## config.mk

```make
export PLATFORM = sky130hd
export DESIGN_NAME = integer_block_sorter_core_flat
export DESIGN_NICKNAME = d
export VERILOG_FILES = /design/src/hdl/ibs_pkg.sv /design/src/hdl/ibs_stream_if.sv /design/src/hdl/integer_block_sorter_core.sv /design/src/hdl/ibs_ram.sv /design/src/flat_wrapper.sv
export VERILOG_INCLUDE_DIRS = /design/src /design/src/hdl
export SDC_FILE = /design/constraint.sdc
export NUM_CORES = 2
export LEC_CHECK = 0
export BUFFER_PORTS_ARGS = -buffer_cell sky130_fd_sc_hd__buf_2
export CAP_MARGIN = 5
export CORE_UTILIZATION = 30
export DETAILED_ROUTE_END_ITERATION = 8
export MAX_ROUTING_LAYER = met4
export PLACE_DENSITY_LB_ADDON = 0.08
export SYNTH_ARGS = -nofsm -noshare
export SYNTH_HDL_FRONTEND = slang
export SYNTH_SLANG_ARGS = --single-unit
```

## constraint.sdc

```tcl
create_clock -name clk -period 7.15 [get_ports clk]
set_clock_uncertainty 0.05 [all_clocks]
set_input_delay 1.43 -clock clk [delete_from_list [all_inputs] [get_ports clk]]
set_output_delay 1.43 -clock clk [all_outputs]
set_load 0.01 [all_outputs]
```

## src/hdl/integer_block_sorter_core_defines.svh

```systemverilog
// assertion macros for the block sorter
`ifndef INTEGER_BLOCK_SORTER_CORE_DEFINES_SVH
`define INTEGER_BLOCK_SORTER_CORE_DEFINES_SVH

// property must hold on every rising clock edge outside reset
`define IBS_ASSERT(label, prop, msg) \
  label: assert property (@(posedge clk) disable iff (!rst_n) (prop)) else $error(msg);

// antecedent implies consequent in the following cycle
`define IBS_ASSERT_NEXT(label, ante, cons, msg) \
  label: assert property (@(posedge clk) disable iff (!rst_n) (ante) |=> (cons)) \
    else $error(msg);

`endif

```

## src/hdl/ibs_pkg.sv

```systemverilog
`timescale 1ns / 1ps
package ibs_pkg;
  localparam int VALUE_W = 32;

  typedef logic signed [VALUE_W-1:0] value_t;

  typedef struct packed {
    value_t value;
    logic   last;
  } in_word_t;

  typedef struct packed {
    value_t sorted_value;
    logic   end_of_run;
    logic   overflow;
  } out_word_t;

  localparam logic [2:0] ST_LOAD  = 3'd0;
  localparam logic [2:0] ST_SHIFT = 3'd1;
  localparam logic [2:0] ST_WRITE = 3'd2;
  localparam logic [2:0] ST_DRAIN = 3'd3;
endpackage

```

## src/hdl/ibs_stream_if.sv

```systemverilog
`timescale 1ns / 1ps
interface ibs_stream_if #(parameter int W = 34);
  logic         valid;
  logic         ready;
  logic [W-1:0] data;
  modport source (output valid, output data, input ready);
  modport sink (input valid, input data, output ready);
endinterface

```

## src/hdl/integer_block_sorter_core.sv

```systemverilog
//  channel | direction | word
//  in_     | sink      | value[31:0], last
//  out_    | source    | sorted_value[31:0], end_of_run, overflow
//  an item walks down from the top, moving each larger kept entry up a slot, until
//  an entry not larger or the bottom ends the walk and it is written; a full block drops it
//  a read-compare-shift loop walks down the single-port-read memory
//  the last item then drains n words, each read from memory and then registered
//  out_ has an output register; a stall holds the drain in place
//  reset clears count, flag and state; memory contents are not cleared
`timescale 1ns / 1ps
`include "integer_block_sorter_core_defines.svh"
module integer_block_sorter_core
  import ibs_pkg::*;
#(
  parameter int ENTRIES = 64
) (
  input logic clk,
  input logic rst_n,
  ibs_stream_if.sink   in_s,
  ibs_stream_if.source out_s
);
  localparam int AW = (ENTRIES > 1) ? $clog2(ENTRIES) : 1;
  localparam int CW = $clog2(ENTRIES + 1);

  logic [2:0]    state_r, state_nxt;
  logic [CW-1:0] count_r, count_nxt;
  logic          drop_r, drop_nxt;
  logic [CW-1:0] pos_r, pos_nxt;
  value_t        val_r, val_nxt;
  logic          last_r, last_nxt;
  logic [CW-1:0] rd_r, rd_nxt;
  logic          rvalid_r, rvalid_nxt;
  out_word_t     ow_r, ow_nxt;
  logic          ov_r, ov_nxt;

  logic          we;
  logic [AW-1:0] waddr, raddr;
  value_t        wdata, rdata;
  in_word_t      iw;
  logic          in_fire, out_fire;

  assign iw       = in_word_t'(in_s.data);
  assign in_fire  = in_s.valid && in_s.ready;
  assign out_fire = out_s.valid && out_s.ready;
  assign in_s.ready  = (state_r == ST_LOAD);
  assign out_s.valid = ov_r;
  assign out_s.data  = ow_r;

  ibs_ram #(.DEPTH(ENTRIES), .AW(AW)) u_ram (
    .clk(clk), .we(we), .waddr(waddr), .wdata(wdata), .raddr(raddr), .rdata(rdata)
  );

  always_comb begin
    state_nxt = state_r; count_nxt = count_r; drop_nxt = drop_r;
    pos_nxt = pos_r; val_nxt = val_r; last_nxt = last_r;
    rd_nxt = rd_r; rvalid_nxt = 1'b0; ow_nxt = ow_r; ov_nxt = ov_r;
    we = 1'b0; waddr = pos_r[AW-1:0]; wdata = val_r; raddr = '0;
    if (out_fire) ov_nxt = 1'b0;
    case (state_r)
      ST_LOAD: begin
        if (in_fire) begin
          val_nxt = iw.value; last_nxt = iw.last; pos_nxt = count_r;
          if (count_r == CW'(ENTRIES)) begin
            drop_nxt = 1'b1;
            if (iw.last) begin
              state_nxt = ST_DRAIN; rd_nxt = '0;
            end
          end else if (count_r == '0) begin
            state_nxt = ST_WRITE;
          end else begin
            raddr = AW'(count_r - CW'(1));
            state_nxt = ST_SHIFT;
          end
        end
      end
      ST_SHIFT: begin
        // rdata holds entry pos-1
        if (val_r < rdata) begin
          we = 1'b1; waddr = pos_r[AW-1:0]; wdata = rdata;
          pos_nxt = pos_r - CW'(1);
          if (pos_r == CW'(1)) begin
            state_nxt = ST_WRITE;
          end else begin
            raddr = AW'(pos_r - CW'(2));
          end
        end else begin
          state_nxt = ST_WRITE;
        end
      end
      ST_WRITE: begin
        we = 1'b1;
        count_nxt = count_r + CW'(1);
        if (last_r) begin
          state_nxt = ST_DRAIN; rd_nxt = '0;
        end else begin
          state_nxt = ST_LOAD;
        end
      end
      ST_DRAIN: begin
        raddr = rd_r[AW-1:0];
        if (rvalid_r && (!ov_r || out_fire)) begin
          ov_nxt = 1'b1;
          ow_nxt.sorted_value = rdata;
          ow_nxt.end_of_run = (rd_r == count_r);
          ow_nxt.overflow = drop_r;
          if (rd_r == count_r) begin
            state_nxt = ST_LOAD; count_nxt = '0; drop_nxt = 1'b0; rd_nxt = '0;
          end
        end else if (!rvalid_r && rd_r < count_r) begin
          raddr = rd_r[AW-1:0];
          rd_nxt = rd_r + CW'(1);
          rvalid_nxt = 1'b1;
        end else if (rvalid_r) begin
          rvalid_nxt = 1'b1;
          raddr = AW'(rd_r - CW'(1));
        end else begin
          state_nxt = ST_LOAD; count_nxt = '0; drop_nxt = 1'b0; rd_nxt = '0;
        end
      end
      default: state_nxt = ST_LOAD;
    endcase
  end

  always_ff @(posedge clk) begin
    if (!rst_n) begin
      state_r <= ST_LOAD; count_r <= '0; drop_r <= 1'b0;
      rvalid_r <= 1'b0; ov_r <= 1'b0; rd_r <= '0;
    end else begin
      state_r <= state_nxt; count_r <= count_nxt; drop_r <= drop_nxt;
      rvalid_r <= rvalid_nxt; ov_r <= ov_nxt; rd_r <= rd_nxt;
    end
    pos_r <= pos_nxt; val_r <= val_nxt; last_r <= last_nxt; ow_r <= ow_nxt;
  end

  `IBS_ASSERT(a_count_range, count_r <= CW'(ENTRIES), "count beyond capacity")
  `IBS_ASSERT(a_ready_load, !in_s.ready || !out_s.valid || state_r == ST_LOAD,
              "ready outside load")
  `IBS_ASSERT_NEXT(a_write_grows, state_r == ST_WRITE,
                   count_r == $past(count_r) + CW'(1) || state_r == ST_DRAIN, "insert lost")
  `IBS_ASSERT(a_rd_bound, rd_r <= count_r, "drain index beyond count")
endmodule

```

## src/hdl/ibs_ram.sv

```systemverilog
`timescale 1ns / 1ps
module ibs_ram
  import ibs_pkg::*;
#(
  parameter int DEPTH = 64,
  parameter int AW = 6
) (
  input  logic          clk,
  input  logic          we,
  input  logic [AW-1:0] waddr,
  input  value_t        wdata,
  input  logic [AW-1:0] raddr,
  output value_t        rdata
);
  value_t mem [DEPTH];

  always_ff @(posedge clk) begin
    if (we) begin
      mem[waddr] <= wdata;
    end
    rdata <= mem[raddr];
  end
endmodule

```

## src/flat_wrapper.sv

```systemverilog
// flat-port wrapper written by rule: the top's interface ports become plain ports
module integer_block_sorter_core_flat import ibs_pkg::*;
#(
  parameter int ENTRIES = 64
)
  (clk, rst_n, in_s_valid, in_s_data, in_s_ready, out_s_valid, out_s_data, out_s_ready);
  ibs_stream_if #(.W(33)) in_s_i ();
  ibs_stream_if #(.W(34)) out_s_i ();
  input logic clk;
  input logic rst_n;
  input wire logic [$bits(in_s_i.valid)-1:0] in_s_valid;
  input wire logic [$bits(in_s_i.data)-1:0] in_s_data;
  output wire logic [$bits(in_s_i.ready)-1:0] in_s_ready;
  output wire logic [$bits(out_s_i.valid)-1:0] out_s_valid;
  output wire logic [$bits(out_s_i.data)-1:0] out_s_data;
  input wire logic [$bits(out_s_i.ready)-1:0] out_s_ready;
  assign in_s_i.valid = in_s_valid;
  assign in_s_i.data = in_s_data;
  assign in_s_ready = in_s_i.ready;
  assign out_s_valid = out_s_i.valid;
  assign out_s_data = out_s_i.data;
  assign out_s_i.ready = out_s_ready;
  integer_block_sorter_core #(.ENTRIES(ENTRIES)) u_core (.clk(clk), .rst_n(rst_n), .in_s(in_s_i), .out_s(out_s_i));
endmodule
```

==> metrics.md <==
| Metric | Value |
|---|---|
| Hold Path Class | `flop to flop` |
| Post-CTS Hold Fix Bufs | `0` |
| Final non-filler cell total | `10700` |
| CTS sink cnt | `2173` |
| Clock insertion delay at the later pin of the skew report | `0.87 ns` |
| Antenna violations before repair | `22` |
| Max-slew violation count | `2` |
| Hold Fails Final Rpt | `0` |
| Routability cong. | `0.846` |
| Num CTS Buffers | `267` |
| Setup WS post-layout | `0.863 ns` |
| Cell Area, Synth | `87100 um2` |
| Failing checks | `capacitance limit, slew limit` |
| Row count | `197` |
| Synthesized area per cell | `13.4 um2` |
| Root buffer cell | `clkbuf_16` |
| Number of synthesized flops with an enable pin | `2122` |
| GR Overflow Total | `0` |
| Final Setup Violations | `0` |
| Worst relative slew slack | `-0.0547` |
| Top cell type by total area after synthesis | `edfxtp_1` |
| Global-route wire length before repair | `463000 um` |
| Initial Util | `0.302` |
| Die Area | `293000 um2` |
| Hold slack | `0.383 ns` |
| Minimum clock period | `6.29 ns` |
| Main synth FF type | `edfxtp_1` |
| DRT iter0 DRCs | `5679` |
| Pleak | `34.5 nW` |
| Crit path capture type | `flop` |
| Netlist cell types | `78` |
| # Post-CTS Setup Buffers | `0` |
| Post-CTS sizing | `0` |
| Area share of the largest cell type after synthesis | `0.731` |
| Peak Freq | `0.159 GHz` |
| H-tree depth | `5` |
| Vias | `56800` |
| Worst-path clk slew | `0.06 ns` |
| Gate Count Post-Synth | `6502` |
| Yosys warns | `0` |
| Final Util | `0.356` |
| Top cells by area, synth | `edfxtp_1 (73%), nand2_1 (5.2%), nor3_1 (3.1%), nor2_1 (1.9%), o21ai_0 (1.6%)` |
| VDD IR max | `0.211 mV` |
| Final Routed Wirelength | `337000 um` |
| Vias in the first global route | `54900` |
| Die H | `541 um` |
| NumNets Final | `6784` |
| Placement Setup Slack | `0.680 ns` |
| Sequential share of the synthesized area | `0.743` |
| Async S/R FF share, synth | `0` |
| Layout cells sized above 1 | `0.126` |
| Count leader, synth | `edfxtp_1` |
| DR WL/cell | `31.6 um` |
| WS Path Type | `flop to flop` |
| Port buffer count | `72` |
| Area delta synth->final | `17.8%` |
| Dpl cells | `10200` |
| Critical Path Start Type | `flop` |
| WP data arrival | `6.92 ns` |
| Power per cell area | `408 nW/um2` |
| CTS tree | `done` |
| Vias/cell | `5.32` |
| Syn Nets | `6594` |
| Max clock buf depth | `4` |
| Layout fillers | `27800` |
| Total iterations of the first detailed-routing run | `6` |
| Pin count of the biggest net entering global routing | `90` |
| Outcome | `finished, violations left` |
| Tcrit/Tclk final | `0.879` |
| I/O Pins | `73` |
| Synth top cells by count | `edfxtp_1 (2122), nand2_1 (1208), nor3_1 (539), nor2_1 (445), o21ai_0 (273)` |
| Detailed placement HPWL | `198000 um` |
| Worst endpoint required time | `7.78 ns` |
| RSZ-0062 raised after global routing | `no` |
| Die width | `541 um` |
| Maximum fanout along the worst path | `22` |
| Gr usage total | `0.232` |
| #FFs+latches synth | `2173` |
| Post-route ant nets | `0` |
| TNS Setup | `0 ns` |
| Slew @ Worst Pin | `1.58 ns` |
| Drt drc | `0` |
| Maxcap violations | `1` |
| Core area | `288000 um2` |
==> cell type report <==
class / count / area (um2) / area share
sequential: 2173 / 64700 / 0.631
multi-input combinational: 3824 / 21300 / 0.207
clock buffer: 358 / 7380 / 0.0719
tap: 3781 / 4730 / 0.0461
timing repair buffer: 369 / 3380 / 0.0330
clock inverter: 106 / 876 / 0.00853
inverter: 57 / 214 / 0.00208
antenna: 11 / 27.5 / 0.000268
==> layer usage <==
metal | wire length, um | track usage
met5 | 0 | -
met4 | 7630 | 0.0544
met3 | 20000 | 0.0319
met2 | 154000 | 0.355
met1 | 156000 | 0.326
==> placed cells by master, fill, tap and decap left out, types with 29 or more instances in the layout <==
cell type	synthesis	routed
and3_1	161	159
dfxtp_1	51	51
clkbuf_16	0	278
nor3_1	539	537
buf_4	16	233
inv_1	56	56
o21ai_4	2	34
clkinv_1	0	48
o21ai_1	61	60
a211oi_1	29	29
clkbuf_1	223	68
a41o_1	30	29
buf_2	160	72
nand3_1	209	209
a31oi_1	76	75
o21ai_0	273	242
a32oi_1	62	62
edfxtp_1	2122	2122
a311oi_1	65	65
nand2_1	1208	1207
a21oi_1	151	151
nor2_1	445	383
ha_1	55	54
buf_12	0	63
nor2_4	1	62
mux2i_1	106	106
nand4_1	43	43
o2111ai_1	88	88
==> state kept, by name, summed over array words and instances (netlist names), 2 cells and up <==
signal and cells:
u_core.pos_r 7, u_core.state_r 2, u_core.u_ram.rdata 32, u_core.val_r 32, u_core.rd_r 7, u_core.count_r 7
u_core.out_s.data 34, u_core.u_ram.mem 2048
==> kinds of logic (layout without fill, tap and decap cells) <==
| group | count (synthesis) | count (layout) | synth area share |
|---|---|---|---|
| AOI/OAI and AO/OA | 967 | 967 | 0.0750 |
| other | 0 | 11 | 0 |
| xor gates and xnor gates | 25 | 25 | 0.00251 |
| adders and majority gates | 55 | 55 | 0.00790 |
| and+or+nand+nor | 2670 | 2670 | 0.134 |
| muxes | 107 | 107 | 0.0123 |
| DFF | 2173 | 2173 | 0.743 |
| buffers and inverters | 505 | 890 | 0.0249 |
==> worst paths after layout <==
check                              start                     end  slack [ns]  cells past startpoint
hold reg to reg   u_core.u_ram.rdata[18]   u_core.out_s.data[20]        0.38                      0
setup / recovery   u_core.u_ram.rdata[4]  u_core.u_ram.rdata[24]        0.86                     12
setup reg to reg   u_core.u_ram.rdata[4]  u_core.u_ram.rdata[24]        0.86                     12
hold / removal    u_core.u_ram.rdata[18]   u_core.out_s.data[20]        0.38                      0
==> stage by stage <==
| stage | power (mW) | area [um2] |
|---|---|---|
| detailed placement | 29.0 | 94300 |
| finish | 41.9 | 103000 |
| floorplan | 22.2 | 87100 |
| CTS | 42.2 | 103000 |
| global placement | 29.0 | 94300 |
| global route | 43.3 | 103000 |
==> worst max-delay path, cell delays in order, from the launching register on <==
cell       delay [ns]
dfxtp_1          0.69
inv_1            0.20
ha_1             0.32
nand4_1          0.10
a2111oi_1        0.77
o41ai_4          0.29
a41o_1           0.41
a211oi_4         1.17
buf_12           0.29
o21ai_1          0.15
o2111ai_1        0.24
o2111ai_1        0.77
o211a_1          0.59
==> power breakdown <==
part / internal [mW] / total, mW / switching [mW]
Combinational: 2.95 / 12.9 / 9.99
Sequential: 15.6 / 15.9 / 0.290
Clock: 7.70 / 13.1 / 5.40
Total: 26.2 / 41.9 / 15.7
Note: power is estimated with default switching activity, not from simulation.
